$ cat config.mk
export PLATFORM = sky130hd
export DESIGN_NAME = pem_root
export DESIGN_NICKNAME = d
export VERILOG_FILES = /design/src/design/pem_pkg.sv /design/src/design/pem_root.sv
export SDC_FILE = /design/constraint.sdc
export NUM_CORES = 1
export LEC_CHECK = 0
export BUFFER_PORTS_ARGS = -buffer_cell sky130_fd_sc_hd__clkbuf_2
export CAP_MARGIN = 15
export CORE_MARGIN = 5
export CORE_UTILIZATION = 48
export CTS_BUF_LIST = sky130_fd_sc_hd__clkbuf_4 sky130_fd_sc_hd__clkbuf_8
export DETAILED_ROUTE_END_ITERATION = 12
export HOLD_SLACK_MARGIN = 0.02
export PLACE_DENSITY = 0.68
export SYNTH_ARGS = -nofsm -noshare
export SYNTH_HDL_FRONTEND = slang
export SYNTH_SLANG_ARGS = --single-unit
$ cat constraint.sdc
create_clock -name clk -period 18.35 [get_ports clk]
set_clock_uncertainty 0.2 [all_clocks]
set_input_delay 2.7525 -clock clk [delete_from_list [all_inputs] [get_ports clk]]
set_output_delay 2.7525 -clock clk [all_outputs]
set_load 0.02 [all_outputs]
$ cat src/design/pem_pkg.sv
package pem_pkg;

  // geometry limits
  localparam int MAX_WIDTH  = 1024;
  localparam int MAX_HEIGHT = 4096;
  localparam int COL_W      = $clog2(MAX_WIDTH);
  localparam int ROW_W      = $clog2(MAX_HEIGHT);

  // configuration registers
  localparam int CFG_IDX_W  = 2;
  localparam int CFG_DATA_W = 13;
  localparam int WIDTH_W    = 11;
  localparam int HEIGHT_W   = 13;
  localparam logic [CFG_IDX_W-1:0] REG_IMAGE_WIDTH  = 2'd0;
  localparam logic [CFG_IDX_W-1:0] REG_IMAGE_HEIGHT = 2'd1;
  localparam logic [WIDTH_W-1:0]   WIDTH_RESET      = 11'd1024;
  localparam logic [HEIGHT_W-1:0]  HEIGHT_RESET     = 13'd1024;

  // datapath widths
  localparam int PIX_W  = 8;
  localparam int SUM_W  = 10;   // sum of three pixels
  localparam int GRAD_W = 11;   // signed gradient
  localparam int ABS_W  = 10;
  localparam int SQ_W   = 2 * ABS_W;
  localparam int RAD_W  = SQ_W + 1;
  localparam int ROOT_W = 8;
  localparam int STEP_W = $clog2(ROOT_W);
  localparam logic [ROOT_W-1:0] EDGE_MAX = 8'd255;

  typedef enum logic [2:0] {
    ST_IDLE,
    ST_READ,
    ST_SQUARE,
    ST_START,
    ST_ROOT,
    ST_OUT
  } state_t;

  typedef struct packed {
    logic shift;    // new column in, gradients captured
    logic square;   // capture squared gradients
  } grad_ctl_t;

  typedef struct packed {
    logic              done;
    logic [ROOT_W-1:0] value;
  } root_res_t;

endpackage

$ cat src/design/pem_root.sv
module pem_root import pem_pkg::*; (
  input  logic            clk,
  input  logic            rst_n,
  input  logic            start,
  input  logic [SQ_W-1:0] sq_x,
  input  logic [SQ_W-1:0] sq_y,
  output root_res_t       res
);

  localparam int CMP_W = 2 * ROOT_W;

  logic [RAD_W-1:0]  rad;
  logic [CMP_W-1:0]  s_r;
  logic              sat_r;
  logic [ROOT_W-1:0] r_r;
  logic [STEP_W-1:0] step_r;
  logic              busy_r;
  logic              done_r;
  logic [ROOT_W-1:0] trial;
  logic [CMP_W-1:0]  trial_sq;

  assign rad      = RAD_W'(sq_x) + RAD_W'(sq_y);
  assign trial    = r_r | (ROOT_W'(1) << step_r);
  assign trial_sq = CMP_W'(trial) * CMP_W'(trial);

  always_ff @(posedge clk) begin
    if (!rst_n) begin
      busy_r <= 1'b0;
      done_r <= 1'b0;
    end else begin
      done_r <= busy_r && (step_r == '0);
      if (start) begin
        busy_r <= 1'b1;
      end else if (busy_r && (step_r == '0)) begin
        busy_r <= 1'b0;
      end
    end
  end

  // one result bit per cycle, msb first
  always_ff @(posedge clk) begin
    if (start) begin
      s_r    <= rad[CMP_W-1:0];
      sat_r  <= |rad[RAD_W-1:CMP_W];
      r_r    <= '0;
      step_r <= STEP_W'(ROOT_W - 1);
    end else if (busy_r) begin
      if (trial_sq <= s_r) begin
        r_r <= trial;
      end
      step_r <= step_r - 1'b1;
    end
  end

  assign res.done  = done_r;
  assign res.value = sat_r ? EDGE_MAX : r_r;

endmodule

==> flow_metrics.tcl <==
set metrics [dict create \
    via_count 3100 \
    maxSlewViolCount 0 \
    n_antenna_cell 0 \
    ctsHoldBuffers 0 \
    drcViolationCount 0 \
    n_fill_cell 745 \
    dp.final_hpwl_um 6540 \
    grt_use_total_pct 16.4 \
    instances_no_fill 595 \
    routabilityCongestion 0.861 \
    min_period_ps 7030 \
    setup.worst_path.end_class "flip-flop" \
    grt_pass1_vias 3250 \
    path_max_fanout 10 \
    setup_tns_ps 0 \
    placed_area_um2 4260 \
    vias_per_cell 5.21 \
    die_y_um 100 \
    start_util_pct 49.9 \
    synth_cells 439 \
    worstPathArrival_ps 6950 \
    power.density_nw_per_um2 48.6 \
    slew_headroom_pct 37.8 \
    p_int_uw 142 \
    synth_top_cell_by_area "ha_1" \
    yosysUniqueCellTypes 51 \
    cts_resized 0 \
    synthTopCellsByArea "ha_1 22%, fa_1 13%, edfxtp_1 13%, inv_1 7.1%, dfxtp_1 6.7%" \
    cts_post_setup_buffers_inserted 0 \
    core-area_um2 7810 \
    maxCapViolCount 0 \
    synth-seq-area-share_pct 19.8 \
    holdPathStages 2 \
    clock_sink_count 30 \
    wirelength_um 7720 \
    drt_iter0_drc 74 \
    portBuffers 51 \
    placed_cells 587 \
    syn_nets 575 \
    p_seq_share_pct 39.6 \
    final_cell_mix "74 x inv_1, 67 x ha_1, 51 x clkbuf_2" \
    hold_viol_final 0 \
    power.leakage_nw 2.21 \
    switchingPower_uw 69.1 \
    overflow 0 \
    die_w_um 100 \
    worstPathRequired_ps 18270 \
    cts_inserted_buffers 5 \
    antenna_found_initial 0 \
    rsz0062_at_grt "no" \
    fin_area_um2 4350 \
    clockPowerShare_pct 26.5 \
    synth-edff-count 17 \
    reg2reg_depth 24 \
    setup_viol 0 \
    firstDrtPassIters 4 \
    yosysTopAreaCellShare_pct 21.5 \
    clk_pin_slew_ps 60 \
    cts_tree "yes" \
    clk_latency_ps 280 \
    switching_share_pct 32.7 \
    clockBufferDepth 2 \
    synth-warning-count 0 \
    fmax_mhz 142 \
    ir_drop_v 0.0000267 \
    ys_async_sr_fraction_pct 0 \
    hold_class "flip-flop to flip-flop" \
    max_slew.worst_pin.slew_ps 932 \
    start_kind "flip-flop" \
    synthFlopType "edfxtp_1" \
    p_comb_share_pct 34.0 \
    h-tree-depth 2 \
    io_pins 52 \
    cts-root-buf "clkbuf_8" \
    die_area_um2 10000 \
    synth_seq_cells 30 \
    synth_area_per_cell_um2 8.87 \
    status "complete, no violations" \
    ant_nets 0 \
    syn_area_um2 3890 \
    crit_type "flip-flop to flip-flop" \
    period_share_pct 38.3 \
    rows 32 \
    drive_above_1_share_pct 16.8 \
    syn2layout_area_growth_pct 11.7 \
    wire_per_inst_um 13.0 \
    final_common_cell "inv_1" \
    fin_nets 628 \
    grt_max_degree 32 \
    grt_pass1_wl_um 13800 \
]
final timing paths:
kind | from | end | slack [ps]
setup / recovery | step_r[0]$_SDFFE_PP1P_ | r_r[2]$_SDFFE_PP0P_ | 11320
hold / removal | r_r[3]$_SDFFE_PP0P_ | r_r[3]$_SDFFE_PP0P_ | 280
setup reg to reg | step_r[0]$_SDFFE_PP1P_ | r_r[2]$_SDFFE_PP0P_ | 11320
hold reg to reg | r_r[3]$_SDFFE_PP0P_ | r_r[3]$_SDFFE_PP0P_ | 280
sequential cells by signal (all words and copies together) (netlist names):
register and cells:
s_r 16, r_r 8, step_r 3, busy_r 1
done_r 1, sat_r 1
area by class of cell:
cell class                      count  area [um^2]  share of cell area [%]
Inverter                           74          278                    6.39
Multi-Input combinational cell    330         2820                    64.9
Clock inverter                      2         11.3                   0.259
Timing Repair Buffer               51          255                    5.87
Tap cell                          102          128                    2.93
Sequential cell                    30          771                    17.7
Clock buffer                        6         82.6                    1.90
routing by layer:
metal | vias to the layer above | GRT usage, % | part of all wire, %
met5 | - | 0 | 0
met4 | 0 | 3.32 | 0.85
met3 | 8 | 1.67 | 3.2
met2 | 60 | 30.5 | 49
met1 | 1436 | 20.7 | 46
li1 | 1596 | - | -
cells by family (layout without fill, tap and decap cells):
family,Yosys count,in the layout,synth area share [%]
compound gates,91,91,15.5
mux,1,1,0.289
other cells,2,2,0.193
fa+ha+maj,93,93,34.9
xor+xnor,29,29,6.52
buf+inv,79,133,7.71
flops,30,30,19.8
simple gates,114,114,15.1
per-stage QoR:
| stage | hold slack [ps] | util (%) | setup slack [ps] | total power [mW] |
|---|---|---|---|---|
| 2_1_floorplan | 248 | - | 12160 | 0.137 |
| 6_report | 283 | 55.7 | 11320 | 0.211 |
| 5_1_grt | 305 | 55.7 | 10750 | 0.227 |
| 3_3_place_gp | 263 | 54.5 | 11440 | 0.155 |
| 3_5_place_dp | 274 | 54.5 | 11330 | 0.157 |
| 4_1_cts | 282 | 55.7 | 11300 | 0.214 |
power groups by stage:
stage	logic, mW	registers (mW)	clock network, mW
finish	0.0718	0.0836	0.0559
global route	0.0815	0.0844	0.0608
CTS	0.0725	0.0837	0.0579
detailed placement	0.0721	0.0851	0
global placement	0.0702	0.0848	0
floorplan	0.0534	0.0836	0
worst max-delay path: stages, from the launching register on:
cell       delay, ps
dfxtp_1          400
inv_1            110
ha_1             240
a21oi_1          750
nor2_1           220
fa_1             610
xor2_1           170
xnor2_1          110
fa_1             530
fa_1             550
inv_1             40
ha_1             350
o21a_1           130
o31a_1           140
o211ai_2         210
a21oi_2          100
a2111oi_4        390
a21oi_2          100
xor2_1           170
ha_1             290
nand4_1          110
o211ai_1         190
a21oi_1           60
a31oi_1          580
o22ai_1          140
Yosys cell counts (all sizes together), types with 6 or more instances:
cell type / n
inv: 74
nor2b: 8
or2: 15
nand3: 6
ha: 67
xnor2: 22
xor2: 7
and3: 6
nor2: 41
nor3: 10
nand2: 12
o21a: 8
dfxtp: 13
edfxtp: 17
a21oi: 35
o21ai: 12
fa: 26
o22ai: 8
a21o: 6
Power figures use the tool's default switching activity.
