===== config.mk =====
export PLATFORM = sky130hd
export DESIGN_NAME = pem_grad
export DESIGN_NICKNAME = d
export VERILOG_FILES = /design/src/design/pem_pkg.sv /design/src/design/pem_grad.sv
export SDC_FILE = /design/constraint.sdc
export NUM_CORES = 1
export LEC_CHECK = 0
export BUFFER_PORTS_ARGS = -buffer_cell sky130_fd_sc_hd__buf_2
export CAP_MARGIN = 15
export CELL_PAD_IN_SITES_DETAIL_PLACEMENT = 1
export CELL_PAD_IN_SITES_GLOBAL_PLACEMENT = 1
export CORE_MARGIN = 4
export CORE_UTILIZATION = 50
export CTS_CLUSTER_SIZE = 40
export DETAILED_ROUTE_END_ITERATION = 10
export PLACE_DENSITY = 0.91
export SYNTH_ARGS = -nofsm -noshare
export SYNTH_HDL_FRONTEND = slang
export SYNTH_SLANG_ARGS = --single-unit

===== constraint.sdc =====
create_clock -name clk -period 11 [get_ports clk]
set_input_delay 1.1 -clock clk [delete_from_list [all_inputs] [get_ports clk]]
set_output_delay 1.1 -clock clk [all_outputs]
set_load 0.02 [all_outputs]

===== src/design/pem_pkg.sv =====
package pem_pkg;

  // geometry limits
  localparam int MAX_WIDTH  = 1024;
  localparam int MAX_HEIGHT = 4096;
  localparam int COL_W      = $clog2(MAX_WIDTH);
  localparam int ROW_W      = $clog2(MAX_HEIGHT);

  // configuration registers
  localparam int CFG_IDX_W  = 2;
  localparam int CFG_DATA_W = 13;
  localparam int WIDTH_W    = 11;
  localparam int HEIGHT_W   = 13;
  localparam logic [CFG_IDX_W-1:0] REG_IMAGE_WIDTH  = 2'd0;
  localparam logic [CFG_IDX_W-1:0] REG_IMAGE_HEIGHT = 2'd1;
  localparam logic [WIDTH_W-1:0]   WIDTH_RESET      = 11'd1024;
  localparam logic [HEIGHT_W-1:0]  HEIGHT_RESET     = 13'd1024;

  // datapath widths
  localparam int PIX_W  = 8;
  localparam int SUM_W  = 10;   // sum of three pixels
  localparam int GRAD_W = 11;   // signed gradient
  localparam int ABS_W  = 10;
  localparam int SQ_W   = 2 * ABS_W;
  localparam int RAD_W  = SQ_W + 1;
  localparam int ROOT_W = 8;
  localparam int STEP_W = $clog2(ROOT_W);
  localparam logic [ROOT_W-1:0] EDGE_MAX = 8'd255;

  typedef enum logic [2:0] {
    ST_IDLE,
    ST_READ,
    ST_SQUARE,
    ST_START,
    ST_ROOT,
    ST_OUT
  } state_t;

  typedef struct packed {
    logic shift;    // new column in, gradients captured
    logic square;   // capture squared gradients
  } grad_ctl_t;

  typedef struct packed {
    logic              done;
    logic [ROOT_W-1:0] value;
  } root_res_t;

endpackage


===== src/design/pem_grad.sv =====
module pem_grad import pem_pkg::*; (
  input  logic             clk,
  input  logic             rst_n,
  input  grad_ctl_t        ctl,
  input  logic [PIX_W-1:0] top,
  input  logic [PIX_W-1:0] mid,
  input  logic [PIX_W-1:0] bot,
  output logic [SQ_W-1:0]  sq_x,
  output logic [SQ_W-1:0]  sq_y
);

  // left column and center column, top/mid/bottom
  logic [PIX_W-1:0] lt_r, lm_r, lb_r, ct_r, cm_r, cb_r;
  logic [ABS_W-1:0] ax_r, ay_r;
  logic [SQ_W-1:0]  sq_x_r, sq_y_r;

  logic [SUM_W-1:0]        sum_r, sum_l, sum_t, sum_b;
  logic signed [GRAD_W-1:0] gx, gy, gx_abs, gy_abs;

  always_comb begin
    sum_r  = SUM_W'(top) + SUM_W'(mid) + SUM_W'(bot);
    sum_l  = SUM_W'(lt_r) + SUM_W'(lm_r) + SUM_W'(lb_r);
    sum_t  = SUM_W'(lt_r) + SUM_W'(ct_r) + SUM_W'(top);
    sum_b  = SUM_W'(lb_r) + SUM_W'(cb_r) + SUM_W'(bot);
    gx     = GRAD_W'(sum_r) - GRAD_W'(sum_l);
    gy     = GRAD_W'(sum_t) - GRAD_W'(sum_b);
    gx_abs = gx[GRAD_W-1] ? -gx : gx;
    gy_abs = gy[GRAD_W-1] ? -gy : gy;
  end

  always_ff @(posedge clk) begin
    if (!rst_n) begin
      lt_r <= '0;
      lm_r <= '0;
      lb_r <= '0;
      ct_r <= '0;
      cm_r <= '0;
      cb_r <= '0;
    end else if (ctl.shift) begin
      lt_r <= ct_r;
      lm_r <= cm_r;
      lb_r <= cb_r;
      ct_r <= top;
      cm_r <= mid;
      cb_r <= bot;
    end
  end

  always_ff @(posedge clk) begin
    if (ctl.shift) begin
      ax_r <= gx_abs[ABS_W-1:0];
      ay_r <= gy_abs[ABS_W-1:0];
    end
    if (ctl.square) begin
      sq_x_r <= SQ_W'(ax_r) * SQ_W'(ax_r);
      sq_y_r <= SQ_W'(ay_r) * SQ_W'(ay_r);
    end
  end

  assign sq_x = sq_x_r;
  assign sq_y = sq_y_r;

endmodule


==> impl_metrics.py <==
metrics = {
    "cts": {
        "cts_root_buf": "clkbuf_16",
        "cts_tree": "done",
        "cts_buffers": 9,
        "worstSkewPairLatency_ns": 0.38,
        "clk_pin_slew_ns": 0.09,
        "clock_path_buffers": 2,
        "holdBufCountCts": 0,
        "cts.sinks": 106,
        "cts_setup_buffers": 0,
        "cts_resized": 0,
        "h-tree-depth": 3,
    },
    "logic_synthesis": {
        "synth_cells": 1167,
        "synthFlopType": "edfxtp_1",
        "avgSynthCellArea_sq_um": 10.1,
        "syn_area_sq_mm": 0.0118,
        "yosysSeqAreaShare_pct": 23.0,
        "async_reset_ff_share_pct": 0,
        "yosys_warnings": 0,
        "synth_edf_count": 58,
        "synth_seq_cells": 106,
        "synth.distinct_cells": 61,
    },
    "setup_path": {
        "slowest_stage": "edfxtp_1",
        "crit_path_frequent_cell": "fa_1",
        "endpoint_kind": "flop",
        "rr_worst_depth": 15,
        "path_max_fanout": 14,
        "r2r_end": "sq_y[19]",
        "path_class": "reg -> reg",
        "r2r_start": "ay_r[0]",
        "arrival_ns": 5.58,
        "crit_chain": "and2_1 > inv_1 > fa_1 > fa_1 > inv_1 > fa_1 > fa_1 > fa_1 > ha_1 > inv_1 > a2111oi_2 > o21bai_1 > a21boi_1 > nor4_1 > a311oi_1",
        "max_stage_delay_ns": 0.64,
        "required_ns": 11.21,
        "crit_path_start_kind": "flop",
        "reg2reg_slack_ns": 5.63,
    },
    "global_routing": {
        "grt_pass1_vias": 9411,
        "overflow": 0,
        "grt_pass1_wl_um": 47200,
        "grtUsageTotal_pct": 22.4,
        "grt_max_degree": 69,
        "antenna_found_initial": 1,
    },
    "hold_path": {
        "min-delay-start": "cm_r[5]",
        "hold_depth": 2,
        "min_to": "cm_r[5]",
        "hold_path_class": "reg -> reg",
    },
    "layout": {
        "layout_commonest_cell": "inv_1",
        "nets": 1518,
        "regArea_sq_mm": 0.00270,
        "fill_cells": 2548,
        "multi_input_area_sq_mm": 0.00798,
        "final_cell_area_sq_mm": 0.0127,
        "most-common-layout-cells": "inv_1, fa_1, ha_1",
        "area_delta_synth_final_pct": 7.51,
        "layout-drive-gt1-share_pct": 7.39,
    },
    "routing": {
        "wl_per_cell_um": 18.2,
        "antenna_left": 0,
        "first_pass_iters": 4,
        "wl_um": 27900,
        "drt_iter0_drc": 315,
        "drcViolationCount": 0,
        "vias": 8070,
        "vias_per_cell": 5.27,
    },
    "die": {
        "start_util_pct": 51.4,
        "die_width_um": 161,
        "placementRows": 55,
        "io_pins": 68,
        "dieArea_sq_mm": 0.0261,
        "core-area_sq_mm": 0.0229,
        "die_h_um": 161,
    },
    "sta": {
        "setup_viol": 0,
        "tightest_slew_ns": 1.08,
        "clock.fmax_mhz": 186,
        "rsz0062_at_grt": "no",
        "maxSlewViolCount": 0,
        "finalHoldViolations": 0,
        "slew_headroom_pct": 28.1,
        "fin_crit_sh_pct": 48.8,
        "tns_ns": 0,
        "fin_crit_ns": 5.37,
        "skew_ns": 0.0112,
    },
    "placement": {
        "gp_congestion": 0.831,
        "place_area_sq_mm": 0.0124,
        "io_buffers": 65,
        "dp_hpwl_um": 22600,
    },
    "status": {
        "outcome": "complete, no violations",
    },
    "run": {
        "maxCapViolations": 0,
    },
}
==> critical path, delay by kind of cell, from the launching register on <==
family	cells	cell delay (ns)
adder cells (fa/ha/maj)	6	2.80
buffers and inverters	3	0.22
flip-flops	1	0.64
AND/OR/NAND/NOR	2	0.33
AO/OA/AOI/OAI	4	1.20
==> kinds of logic after synthesis <==
logic type                 share of synthesized area (%)
and+or+nand+nor                                     11.6
xor gates and xnor gates                            5.13
adders and majority gates                           39.5
other                                             0.0319
muxes                                               4.44
DFF                                                 23.0
buffers and inverters                               9.27
AOI/OAI and AO/OA                                   7.02
==> per-stage QoR <==
step                      hold slack [ns]  util [%]  setup slack, ns  instances
after floorplan                     0.482         -             6.15       1168
after global placement              0.496      53.9             5.96       1515
after detailed placement            0.509      53.9             5.62       1515
after CTS                           0.528      55.2             5.61       1531
after global routing                0.552      55.2             5.30       1531
final                               0.522      55.2             5.63       1532
==> per-layer routing <==
metal  wire length [um]  up-vias  part of all wire [%]  global-route usage, %
li1                   -     3789                     -                      -
met3                813       63                   2.9                   2.96
met5                  7        -                 0.025                      0
met2              14700      146                    53                   41.0
met4               1000        2                   3.6                   8.41
met1              11400     4070                    41                   27.0
==> area by class of cell <==
cell class	count	area share (%)
Antenna cell	1	0.0198
Clock buffer	10	1.89
Clock inverter	6	0.386
Inverter	256	7.59
Multi-Input combinational cell	775	63.1
Sequential cell	106	21.4
Tap cell	313	3.10
Timing Repair Buffer	65	2.59
==> Yosys cell counts (2+ instances only) <==
master	number	area, sq um
buf_1	2	7.51
ha_1	119	1490
dfxtp_1	48	961
inv_1	256	961
nand4_1	7	43.8
and2_1	61	382
a21oi_1	36	180
xor2_1	22	193
edfxtp_1	58	1740
o211ai_1	5	37.5
nor2b_1	56	350
a311oi_2	2	30.0
or2_1	2	12.5
o2111ai_1	2	17.5
o21ai_1	7	35.0
xnor2_1	47	412
nand2b_1	7	43.8
a311oi_1	2	17.5
o31ai_1	3	22.5
mux2i_1	50	500
o21a_1	6	45.0
and3_1	4	25.0
buf_4	2	15.0
or3_1	3	18.8
o21bai_1	8	60.1
a31oi_1	3	18.8
o31a_1	2	17.5
buf_2	5	25.0
a21boi_1	2	15.0
a211oi_1	2	15.0
nor3_1	4	20.0
fa_1	158	3160
o21ai_0	14	70.1
nand3_1	12	60.1
a21o_1	14	105
nor4_1	5	31.3
nand2_1	59	221
mux2_2	2	22.5
nor2_1	27	101
clkbuf_1	22	82.6
==> sequential cells by signal, summed over array words and instances (netlist names) <==
register and flops:
lm_r 8, ax_r 10, cm_r 8, lb_r 8, sq_y 19, cb_r 8, sq_x 19, ay_r 10
ct_r 8, lt_r 8
==> worst max-delay path by stage <==
stage          endpoint  startpoint  slack [ns]
3_3_place_gp    ay_r[9]      top[2]        5.96
5_1_grt        sq_x[19]     ax_r[7]        5.30
6_report       sq_y[19]     ay_r[0]        5.63
4_1_cts        sq_x[19]     ax_r[7]        5.61
2_1_floorplan  sq_x[19]     ax_r[7]        6.15
3_5_place_dp   sq_x[19]     ax_r[7]        5.62
Power is not shown: default switching activity piles up to over one toggle a cycle in this logic, so the estimate is an artifact.
